[config.mk]
export PLATFORM = sky130hd
export DESIGN_NAME = audio_sample_rate_divider
export DESIGN_NICKNAME = d
export VERILOG_FILES = /design/src/rtl/asrd_pkg.sv /design/src/rtl/asrd_div.sv /design/src/rtl/asrd_norm.sv /design/src/rtl/audio_sample_rate_divider.sv
export SDC_FILE = /design/constraint.sdc
export NUM_CORES = 2
export LEC_CHECK = 0
export ABC_AREA = 0
export BUFFER_PORTS_ARGS = -buffer_cell sky130_fd_sc_hd__buf_2
export CAP_MARGIN = 10
export CORE_ASPECT_RATIO = 1.5
export CORE_MARGIN = 4
export CORE_UTILIZATION = 30
export DETAILED_ROUTE_END_ITERATION = 12
export SKIP_CTS_REPAIR_TIMING = 1
export SYNTH_ARGS = -nofsm -noshare
export SYNTH_HDL_FRONTEND = slang
export SYNTH_HIERARCHICAL = 1
export SYNTH_SLANG_ARGS = --single-unit
[constraint.sdc]
create_clock -name clk -period 9.25 [get_ports clk]
set_clock_uncertainty 0.05 [all_clocks]
set_input_delay 0.925 -clock clk [delete_from_list [all_inputs] [get_ports clk]]
set_output_delay 0.925 -clock clk [all_outputs]
set_load 0.01 [all_outputs]
[src/rtl/asrd_pkg.sv]
// shared types, constants and codes of the audio sample rate divider
package asrd_pkg;

    localparam int CLK_W   = 26;
    localparam int RATE_W  = 32;
    localparam int MANT_W  = 24;
    localparam int QSHIFT  = 25;
    localparam int DVD_W   = MANT_W + QSHIFT;
    localparam int DVS_W   = CLK_W;
    localparam int QUO_W   = CLK_W;
    localparam int CNT_W   = $clog2(DVD_W + 1);
    localparam int NORM_W  = 32;
    localparam int ZCNT_W  = $clog2(NORM_W);
    localparam int EXP_W   = 8;
    localparam int ACT_W   = 27;
    localparam int BITS_W  = 4;
    localparam int CNTR_W  = 32;
    localparam int ST_W    = 2;
    localparam int OUT_W   = 128;

    localparam logic [CLK_W-1:0] CLK_PAL   = CLK_W'(49656530);
    localparam logic [CLK_W-1:0] CLK_NTSC  = CLK_W'(48681812);
    localparam logic [CLK_W-1:0] CLK_MPAL  = CLK_W'(48628316);
    localparam logic [CLK_W-1:0] CLK_RESET = CLK_NTSC;

    localparam logic [CLK_W-1:0] MIN_DIVISOR = CLK_W'(132);
    localparam logic [CLK_W-1:0] BIT_DIV     = CLK_W'(66);
    localparam logic [7:0]       BIT_CLAMP   = 8'd16;
    localparam logic [CNTR_W-1:0] WRITE_INC  = CNTR_W'(3);

    // divisor / 66 as ((divisor >> 1) * ceil(2^31 / 33)) >> 31, exact for 25-bit halves
    localparam logic [CLK_W-1:0] BIT_RECIP    = CLK_W'(65075263);
    localparam int               BIT_RECIP_SH = 31;
    localparam int               BIT_PROD_W   = 2*CLK_W - 1;

    localparam logic [ST_W-1:0] ST_OK       = 2'd0;
    localparam logic [ST_W-1:0] ST_TOO_FAST = 2'd1;
    localparam logic [ST_W-1:0] ST_REJECT   = 2'd2;

    // launch request for the shared divider
    typedef struct packed {
        logic             start;
        logic [CNT_W-1:0] steps;
    } div_ctl_t;

endpackage

[src/rtl/asrd_div.sv]
// shared restoring divider, one quotient bit per cycle
module asrd_div (
    input  logic                        clk,
    input  logic                        rst_n,
    input  asrd_pkg::div_ctl_t          ctl,
    input  logic [asrd_pkg::DVD_W-1:0]  dividend,
    input  logic [asrd_pkg::DVS_W-1:0]  divisor,
    output logic [asrd_pkg::QUO_W-1:0]  quotient,
    output logic                        rem_nonzero,
    output logic                        done
);
    import asrd_pkg::*;

    logic             busy_reg,  busy_next;
    logic             done_reg,  done_next;
    logic [CNT_W-1:0] cnt_reg,   cnt_next;
    logic [DVD_W-1:0] dvd_reg,   dvd_next;
    logic [DVS_W-1:0] dvs_reg,   dvs_next;
    logic [DVS_W-1:0] rem_reg,   rem_next;
    logic [QUO_W-1:0] quo_reg,   quo_next;
    logic [DVS_W:0]   cand;

    assign cand = {rem_reg, dvd_reg[DVD_W-1]};

    always_comb
    begin
        busy_next = busy_reg;
        done_next = 1'b0;
        cnt_next  = cnt_reg;
        dvd_next  = dvd_reg;
        dvs_next  = dvs_reg;
        rem_next  = rem_reg;
        quo_next  = quo_reg;
        if (busy_reg)
        begin
            dvd_next = {dvd_reg[DVD_W-2:0], 1'b0};
            if (cand >= {1'b0, dvs_reg})
            begin
                rem_next = DVS_W'(cand - {1'b0, dvs_reg});
                quo_next = {quo_reg[QUO_W-2:0], 1'b1};
            end
            else
            begin
                rem_next = cand[DVS_W-1:0];
                quo_next = {quo_reg[QUO_W-2:0], 1'b0};
            end
            cnt_next = cnt_reg - CNT_W'(1);
            if (cnt_reg == CNT_W'(1))
            begin
                busy_next = 1'b0;
                done_next = 1'b1;
            end
        end
        else if (ctl.start)
        begin
            busy_next = 1'b1;
            cnt_next  = ctl.steps;
            dvd_next  = dividend;
            dvs_next  = divisor;
            rem_next  = '0;
            quo_next  = '0;
        end
    end

    always_ff @(posedge clk or negedge rst_n)
    begin
        if (!rst_n)
        begin
            busy_reg <= 1'b0;
            done_reg <= 1'b0;
            cnt_reg  <= '0;
        end
        else
        begin
            busy_reg <= busy_next;
            done_reg <= done_next;
            cnt_reg  <= cnt_next;
        end
    end

    always_ff @(posedge clk)
    begin
        dvd_reg <= dvd_next;
        dvs_reg <= dvs_next;
        rem_reg <= rem_next;
        quo_reg <= quo_next;
    end

    assign quotient    = quo_reg;
    assign rem_nonzero = |rem_reg;
    assign done        = done_reg;

endmodule

[src/rtl/asrd_norm.sv]
// shared normalizer: shifts left one bit per cycle, then rounds to a 24-bit significand
module asrd_norm (
    input  logic                         clk,
    input  logic                         rst_n,
    input  logic                         start,
    input  logic [asrd_pkg::NORM_W-1:0]  value,
    output logic [asrd_pkg::MANT_W-1:0]  mant,
    output logic [asrd_pkg::EXP_W-1:0]   expo,
    output logic                         done
);
    import asrd_pkg::*;

    logic              busy_reg, busy_next;
    logic              done_reg, done_next;
    logic [NORM_W-1:0] val_reg,  val_next;
    logic [ZCNT_W-1:0] z_reg,    z_next;
    logic [MANT_W-1:0] mant_reg, mant_next;
    logic [EXP_W-1:0]  exp_reg,  exp_next;
    logic              rnd_up;
    logic [MANT_W:0]   rnd_sum;

    // round to nearest even on the bits below the significand
    assign rnd_up  = val_reg[NORM_W-MANT_W-1]
                     && ((|val_reg[NORM_W-MANT_W-2:0]) || val_reg[NORM_W-MANT_W]);
    assign rnd_sum = {1'b0, val_reg[NORM_W-1:NORM_W-MANT_W]} + (MANT_W+1)'(rnd_up);

    always_comb
    begin
        busy_next = busy_reg;
        done_next = 1'b0;
        val_next  = val_reg;
        z_next    = z_reg;
        mant_next = mant_reg;
        exp_next  = exp_reg;
        if (busy_reg)
        begin
            if (val_reg[NORM_W-1])
            begin
                busy_next = 1'b0;
                done_next = 1'b1;
                mant_next = rnd_sum[MANT_W] ? rnd_sum[MANT_W:1] : rnd_sum[MANT_W-1:0];
                exp_next  = EXP_W'(NORM_W - MANT_W) - EXP_W'(z_reg)
                            + EXP_W'(rnd_sum[MANT_W]);
            end
            else
            begin
                val_next = {val_reg[NORM_W-2:0], 1'b0};
                z_next   = z_reg + ZCNT_W'(1);
            end
        end
        else if (start)
        begin
            busy_next = 1'b1;
            val_next  = value;
            z_next    = '0;
        end
    end

    always_ff @(posedge clk or negedge rst_n)
    begin
        if (!rst_n)
        begin
            busy_reg <= 1'b0;
            done_reg <= 1'b0;
        end
        else
        begin
            busy_reg <= busy_next;
            done_reg <= done_next;
        end
    end

    always_ff @(posedge clk)
    begin
        val_reg  <= val_next;
        z_reg    <= z_next;
        mant_reg <= mant_next;
        exp_reg  <= exp_next;
    end

    assign mant = mant_reg;
    assign expo = exp_reg;
    assign done = done_reg;

endmodule

[src/rtl/audio_sample_rate_divider.sv]
// top level: audio dac divisor from a requested sample rate, single precision rounding
//
//  channel  | direction | payload
//  ---------+-----------+-----------------------------------------------------------
//  s_*      | in        | tdata[31:0] requested_rate
//  m_*      | out       | tdata: status, actual_rate, dac_rate_value, bit_rate_value,
//           |           |        register_write_count, too_fast_count (zero padded)
//  cfg_*    | in        | cfg_wdata[25:0] video_clock, written when cfg_we is high
//
// one transaction at a time: s_tready is high only while the sequencer is idle
// a rejected request goes straight to the result; a full one passes through the
// shared normalizer for the rate, the shared divider for the significand quotient,
// the normalizer again for the rounded sum and the divider again for clock/divisor;
// divisor/66 is a combinational reciprocal multiply
// a finished result waits in the output register; a new request is taken meanwhile
// reset clears the sequencer, both counters and the output valid; video_clock resets to 48681812
module audio_sample_rate_divider (
    input  logic          clk,
    input  logic          rst_n,
    input  logic          cfg_we,
    input  logic [25:0]   cfg_wdata,     // video_clock
    input  logic          s_tvalid,
    output logic          s_tready,
    input  logic [31:0]   s_tdata,       // requested_rate
    output logic          m_tvalid,
    input  logic          m_tready,
    // status[1:0], actual_rate[28:2], dac_rate_value[54:29], bit_rate_value[58:55],
    // register_write_count[90:59], too_fast_count[122:91], zeros[127:123]
    output logic [127:0]  m_tdata
);
    import asrd_pkg::*;

    localparam logic [3:0] S_IDLE   = 4'd0;
    localparam logic [3:0] S_NORM_F = 4'd1;   // normalize the requested rate
    localparam logic [3:0] S_DIV_Q  = 4'd2;   // significand quotient
    localparam logic [3:0] S_QRND   = 4'd3;   // round the quotient
    localparam logic [3:0] S_SUM    = 4'd4;   // add one half at the quotient's scale
    localparam logic [3:0] S_NORM_S = 4'd5;   // round the sum, then truncate
    localparam logic [3:0] S_CHECK  = 4'd6;   // too-fast test
    localparam logic [3:0] S_DIV_A  = 4'd7;   // clock / divisor, bit rate alongside
    localparam logic [3:0] S_FINISH = 4'd9;   // hand the result to the output register

    logic [3:0]        state_reg,  state_next;
    logic [CLK_W-1:0]  clk_cfg_reg;
    logic [CNTR_W-1:0] wcnt_reg,   wcnt_next;
    logic [CNTR_W-1:0] fcnt_reg,   fcnt_next;
    logic              m_valid_reg, m_valid_next;
    logic [OUT_W-1:0]  m_data_reg, m_data_next;

    // work registers
    logic [MANT_W-1:0] mc_reg,     mc_next;
    logic [1:0]        ec_reg,     ec_next;
    logic [MANT_W-1:0] mq_reg,     mq_next;
    logic [EXP_W-1:0]  eq_reg,     eq_next;
    logic [EXP_W-1:0]  s_reg,      s_next;
    logic [CLK_W-1:0]  dv_reg,     dv_next;
    logic [ST_W-1:0]   st_reg,     st_next;
    logic [ACT_W-1:0]  act_reg,    act_next;
    logic [CLK_W-1:0]  dac_reg,    dac_next;
    logic [BITS_W-1:0] bits_reg,   bits_next;

    logic              s_accept;
    logic              clk_known;
    logic [MANT_W:0]   mc_sum;
    logic              mc_up;

    // quotient rounding
    logic [QUO_W:0]    qv;
    logic [MANT_W-1:0] qm0;
    logic              qg, qs, q_up;
    logic [MANT_W:0]   qsum;
    logic [1:0]        qsh;

    // half add and truncation
    logic              eq_ge_m1;
    logic [NORM_W-1:0] sum_val;
    logic [EXP_W-1:0]  t_exp;
    logic [EXP_W-1:0]  t_neg;
    logic [NORM_W-1:0] trunc_val;

    // bit rate clamp
    logic [BIT_PROD_W-1:0] br_prod;
    logic [7:0]        br8;
    logic [4:0]        brc;

    // shared units
    div_ctl_t          div_ctl;
    logic [DVD_W-1:0]  div_dividend;
    logic [DVS_W-1:0]  div_divisor;
    logic [QUO_W-1:0]  div_quo;
    logic              div_rem_nz;
    logic              div_done;
    logic              norm_start;
    logic [NORM_W-1:0] norm_value;
    logic [MANT_W-1:0] norm_mant;
    logic [EXP_W-1:0]  norm_exp;
    logic              norm_done;

    assign s_tready = (state_reg == S_IDLE);
    assign s_accept = s_tvalid && s_tready;
    assign m_tvalid = m_valid_reg;
    assign m_tdata  = m_data_reg;

    assign clk_known = (clk_cfg_reg == CLK_PAL) || (clk_cfg_reg == CLK_NTSC)
                       || (clk_cfg_reg == CLK_MPAL);

    // every known clock is 26 bits long, so its significand drops two bits
    assign mc_up  = clk_cfg_reg[1] && (clk_cfg_reg[0] || clk_cfg_reg[2]);
    assign mc_sum = {1'b0, clk_cfg_reg[CLK_W-1:2]} + (MANT_W+1)'(mc_up);

    // quotient with sticky bit is 26 or 27 bits long
    assign qv = {div_quo, div_rem_nz};
    always_comb
    begin
        if (qv[QUO_W])
        begin
            qm0 = qv[QUO_W:3];
            qg  = qv[2];
            qs  = |qv[1:0];
            qsh = 2'd3;
        end
        else
        begin
            qm0 = qv[QUO_W-1:2];
            qg  = qv[1];
            qs  = qv[0];
            qsh = 2'd2;
        end
    end
    assign q_up = qg && (qs || qm0[0]);
    assign qsum = {1'b0, qm0} + (MANT_W+1)'(q_up);

    // one half added at the scale of the quotient (exponent of -1 or more keeps unit scale)
    assign eq_ge_m1 = !eq_reg[EXP_W-1] || (eq_reg == {EXP_W{1'b1}});
    always_comb
    begin
        if (eq_ge_m1)
            sum_val = (NORM_W'(mq_reg) << (EXP_W'(eq_reg + EXP_W'(1)) & EXP_W'(31)))
                      + NORM_W'(1);
        else
            sum_val = NORM_W'(mq_reg) + (NORM_W'(1) << ((~eq_reg) & EXP_W'(31)));
    end

    // truncation of the rounded sum toward zero
    assign t_exp = norm_exp - s_reg;
    assign t_neg = EXP_W'(0) - t_exp;
    always_comb
    begin
        if (!t_exp[EXP_W-1])
            trunc_val = NORM_W'(norm_mant) << t_exp[ZCNT_W-1:0];
        else if (t_neg >= EXP_W'(NORM_W))
            trunc_val = '0;
        else
            trunc_val = NORM_W'(norm_mant) >> t_neg[ZCNT_W-1:0];
    end

    // divisor / 66 by reciprocal multiply, low byte clamped to 16
    assign br_prod = BIT_PROD_W'(dv_reg[CLK_W-1:1]) * BIT_PROD_W'(BIT_RECIP);
    assign br8 = br_prod[BIT_RECIP_SH+7:BIT_RECIP_SH];
    assign brc = (br8 > BIT_CLAMP) ? BIT_CLAMP[4:0] : br8[4:0];

    always_comb
    begin
        state_next   = state_reg;
        wcnt_next    = wcnt_reg;
        fcnt_next    = fcnt_reg;
        m_valid_next = m_valid_reg;
        m_data_next  = m_data_reg;
        mc_next      = mc_reg;
        ec_next      = ec_reg;
        mq_next      = mq_reg;
        eq_next      = eq_reg;
        s_next       = s_reg;
        dv_next      = dv_reg;
        st_next      = st_reg;
        act_next     = act_reg;
        dac_next     = dac_reg;
        bits_next    = bits_reg;
        norm_start   = 1'b0;
        norm_value   = s_tdata;
        div_ctl      = '{start: 1'b0, steps: CNT_W'(CLK_W)};
        div_dividend = {clk_cfg_reg, (DVD_W-CLK_W)'(0)};
        div_divisor  = dv_reg;

        if (m_valid_reg && m_tready)
            m_valid_next = 1'b0;

        case (state_reg)
            S_IDLE:
            begin
                if (s_accept)
                begin
                    mc_next = mc_sum[MANT_W] ? mc_sum[MANT_W:1] : mc_sum[MANT_W-1:0];
                    ec_next = mc_sum[MANT_W] ? 2'd3 : 2'd2;
                    if ((s_tdata == '0) || !clk_known)
                    begin
                        st_next    = ST_REJECT;
                        act_next   = '0;
                        dac_next   = '0;
                        bits_next  = '0;
                        state_next = S_FINISH;
                    end
                    else
                    begin
                        norm_start = 1'b1;
                        state_next = S_NORM_F;
                    end
                end
            end
            S_NORM_F:
            begin
                if (norm_done)
                begin
                    div_ctl      = '{start: 1'b1, steps: CNT_W'(DVD_W)};
                    div_dividend = {mc_reg, QSHIFT'(0)};
                    div_divisor  = DVS_W'(norm_mant);
                    // request exponent kept in s_reg until the quotient is rounded
                    s_next       = norm_exp;
                    state_next   = S_DIV_Q;
                end
            end
            S_DIV_Q:
            begin
                if (div_done)
                    state_next = S_QRND;
            end
            S_QRND:
            begin
                mq_next    = qsum[MANT_W] ? qsum[MANT_W:1] : qsum[MANT_W-1:0];
                eq_next    = EXP_W'(qsh) + EXP_W'(qsum[MANT_W]) + EXP_W'(ec_reg)
                             - s_reg - EXP_W'(QSHIFT + 1);
                state_next = S_SUM;
            end
            S_SUM:
            begin
                norm_start = 1'b1;
                norm_value = sum_val;
                s_next     = eq_ge_m1 ? EXP_W'(1) : EXP_W'(0) - eq_reg;
                state_next = S_NORM_S;
            end
            S_NORM_S:
            begin
                if (norm_done)
                begin
                    dv_next    = trunc_val[CLK_W-1:0];
                    state_next = S_CHECK;
                end
            end
            S_CHECK:
            begin
                if (dv_reg < MIN_DIVISOR)
                begin
                    st_next    = ST_TOO_FAST;
                    act_next   = '1;
                    dac_next   = '0;
                    bits_next  = '0;
                    fcnt_next  = fcnt_reg + CNTR_W'(1);
                    state_next = S_FINISH;
                end
                else
                begin
                    div_ctl    = '{start: 1'b1, steps: CNT_W'(CLK_W)};
                    state_next = S_DIV_A;
                end
            end
            S_DIV_A:
            begin
                if (div_done)
                begin
                    st_next    = ST_OK;
                    act_next   = {1'b0, div_quo};
                    dac_next   = dv_reg - CLK_W'(1);
                    bits_next  = BITS_W'(brc - 5'd1);
                    wcnt_next  = wcnt_reg + WRITE_INC;
                    state_next = S_FINISH;
                end
            end
            S_FINISH:
            begin
                if (!m_valid_reg || m_tready)
                begin
                    m_valid_next = 1'b1;
                    m_data_next  = {(OUT_W - 2*CNTR_W - BITS_W - CLK_W - ACT_W - ST_W)'(0),
                                    fcnt_reg, wcnt_reg, bits_reg, dac_reg, act_reg, st_reg};
                    state_next   = S_IDLE;
                end
            end
            default:
            begin
                state_next = S_IDLE;
            end
        endcase
    end

    always_ff @(posedge clk or negedge rst_n)
    begin
        if (!rst_n)
        begin
            state_reg   <= S_IDLE;
            clk_cfg_reg <= CLK_RESET;
            wcnt_reg    <= '0;
            fcnt_reg    <= '0;
            m_valid_reg <= 1'b0;
        end
        else
        begin
            state_reg   <= state_next;
            wcnt_reg    <= wcnt_next;
            fcnt_reg    <= fcnt_next;
            m_valid_reg <= m_valid_next;
            if (cfg_we)
                clk_cfg_reg <= cfg_wdata;
        end
    end

    always_ff @(posedge clk)
    begin
        m_data_reg <= m_data_next;
        mc_reg     <= mc_next;
        ec_reg     <= ec_next;
        mq_reg     <= mq_next;
        eq_reg     <= eq_next;
        s_reg      <= s_next;
        dv_reg     <= dv_next;
        st_reg     <= st_next;
        act_reg    <= act_next;
        dac_reg    <= dac_next;
        bits_reg   <= bits_next;
    end

    asrd_norm u_norm (
        .clk   (clk),
        .rst_n (rst_n),
        .start (norm_start),
        .value (norm_value),
        .mant  (norm_mant),
        .expo  (norm_exp),
        .done  (norm_done)
    );

    asrd_div u_div (
        .clk         (clk),
        .rst_n       (rst_n),
        .ctl         (div_ctl),
        .dividend    (div_dividend),
        .divisor     (div_divisor),
        .quotient    (div_quo),
        .rem_nonzero (div_rem_nz),
        .done        (div_done)
    );

endmodule
==> results_dict.tcl <==
set metrics [dict create \
    clock_latency_ns 0.67 \
    worst_setup_path_end_kind "flip-flop" \
    final_common_cell "inv_1" \
    relSlewSlack_pct 22.1 \
    io_buffers 187 \
    r2r_start "dv_reg[5]" \
    timing.setup.critical_path_class "flip-flop to flip-flop" \
    cap_violations 0 \
    arrival_ns 8.53 \
    cts_tree "done" \
    worstPathRequired_ns 9.56 \
    hold_viol_final 0 \
    ys_seq_area_share_pct 40.1 \
    nets 4708 \
    rr_worst_depth 25 \
    cts.path.max_buffers 3 \
    timing.fmax_mhz 122 \
    worst_slew_pin_slew_ns 1.16 \
    start_util_pct 30.3 \
    setup.worst_path.start "dv_reg[5]" \
    rrSetupSlack_ns 1.03 \
    ys_ff_latch 571 \
    antenna_found_initial 2 \
    fin_crit_ns 8.22 \
    crit_end "bits_reg[2]" \
    cp-start-kind "flip-flop" \
    period_share_pct 88.8 \
    synth_cell_types 116 \
    grt_pass1_vias 30500 \
    rows 166 \
    routed_wirelength_mm 119 \
    area_growth_pct 11.8 \
    drtPass1Iterations 6 \
    grt_max_degree 94 \
    largest_reg_flops 122 \
    wl_per_cell_um 19.8 \
    hold_path_class "primary input to async pin" \
    core_area_um2 137000 \
    rr_endpoint "bits_reg[2]" \
    grt_pass1_wl_mm 180 \
    place_congestion 0.985 \
    final_max_slew_viol_count 0 \
    route.vias.total 30100 \
    yosys_warnings 6 \
    rsz0062_at_grt "false" \
    cts_num_sinks 571 \
    outcome "complete, no violations" \
    ios 193 \
    synth_area_um2 41500 \
    crit_path_max_fanout 7 \
    final_cell_mix "inv_1 (469), edfxtp_1 (465), nand2_1 (419), nor2_1 (270), ha_1 (270)" \
    setup_viol 0 \
    fin_tns_setup_ns 0 \
    die_area_um2 144000 \
    avgViaCountPerCell 5.03 \
    numCtsBuffers 57 \
    clockRootBuffer "clkbuf_16" \
    synth-edff-count 465 \
    dr.first_iter.drc_count 2296 \
    cts.clk_slew.worst_paths_ns 0.07 \
    drive_gt1_share_pct 12.2 \
    post-dp-hpwl_mm 93.0 \
    postSynthCellCount 4025 \
    fp.dieW_um 312 \
    grt.overflow.total 0 \
    synth.avg_cell_area_um2 10.3 \
    die_h_um 463 \
    synth_ff_type "edfxtp_1" \
    grtUsageTotal_pct 15.9 \
    ant_nets 0 \
    drc 0 \
    async_flop_share_pct 18.4 \
    htreeDepth 2 \
]
-- layer usage --
layer | vias up | track usage (%) | share of wire (%)
met4 | 2 | 8.77 | 6.1
met5 | - | 0 | 0.010
met3 | 272 | 1.82 | 4.4
li1 | 14300 | - | -
met2 | 851 | 28.9 | 51
met1 | 14700 | 18.2 | 38
-- worst min path at each step --
stage,from,to,slack (ns),cells past startpoint
3_3_place_gp,act_reg[0],m_tdata[2],0.35,0
2_1_floorplan,act_reg[8],m_tdata[10],0.35,0
3_5_place_dp,dac_reg[1],m_tdata[30],0.35,0
5_1_grt,rst_n,wcnt_reg[29],0.22,1
6_report,rst_n,wcnt_reg[29],0.20,1
4_1_cts,rst_n,wcnt_reg[29],0.17,1
-- kinds of logic after synthesis --
kind of cell	after synthesis	share of synthesized area, %
other	2	0.0181
adders and majority gates	462	17.4
AOI/OAI and AO/OA	729	11.5
buffers and inverters	641	6.28
DFF	571	40.1
and+or+nand+nor	1183	13.6
muxes	188	5.76
xor gates and xnor gates	249	5.29
-- synthesized netlist by cell type, types with 91 or more instances --
cell type | n | area (um2)
mux2i_1 | 103 | 1030
ha_1 | 271 | 3390
inv_1 | 471 | 1770
xnor2_1 | 157 | 1380
fa_1 | 191 | 3820
a21oi_1 | 196 | 981
o21ai_0 | 161 | 806
nor2_1 | 272 | 1020
edfxtp_1 | 465 | 14000
clkbuf_1 | 114 | 428
nand2_1 | 419 | 1570
dfrtp_1 | 91 | 2280
-- worst max-delay path, cell delays in order (launching register included) --
cell and delay (ns):
edfxtp_1 0.52, fa_1 0.77, fa_1 0.51, ha_1 0.31
inv_1 0.07, fa_1 0.50, fa_1 0.50, inv_1 0.06
fa_1 0.53, inv_1 0.06, fa_1 0.52, inv_1 0.04
ha_1 0.33, a221oi_1 0.28, o21ai_0 0.14, a221oi_1 0.27
a31oi_1 0.21, or2_2 0.37, a21boi_0 0.37, mux2i_1 0.13
nor4_1 0.80, nand2_1 0.12, ha_1 0.24, inv_1 0.07
a21o_1 0.09, a21oi_1 0.07
-- through the flow --
stage / area, um2 / cells / util, % / setup slack [ns] / hold WS [ns]
after global routing: 46400 / 5995 / 33.9 / 0.424 / 0.225
after detailed placement: 44400 / 5888 / 32.4 / 1.06 / 0.355
final: 46400 / 5995 / 33.9 / 1.03 / 0.198
after global placement: 44400 / 5888 / 32.4 / 1.19 / 0.353
after CTS: 46400 / 5994 / 33.9 / 1.02 / 0.168
after floorplan: 41600 / 4053 / - / 1.67 / 0.350
-- layout make-up --
class | instances | area (um2)
Multi-Input combinational cell | 2841 | 22400
Inverter | 475 | 1790
Sequential cell | 571 | 16600
Clock inverter | 45 | 518
Tap cell | 1764 | 2210
Timing Repair Buffer | 237 | 1310
Antenna cell | 1 | 2.50
Fill cell | 13800 | 90500
Clock buffer | 61 | 1460
Power is not shown: default switching activity piles up to over one toggle a cycle in this logic, so the estimate is an artifact.
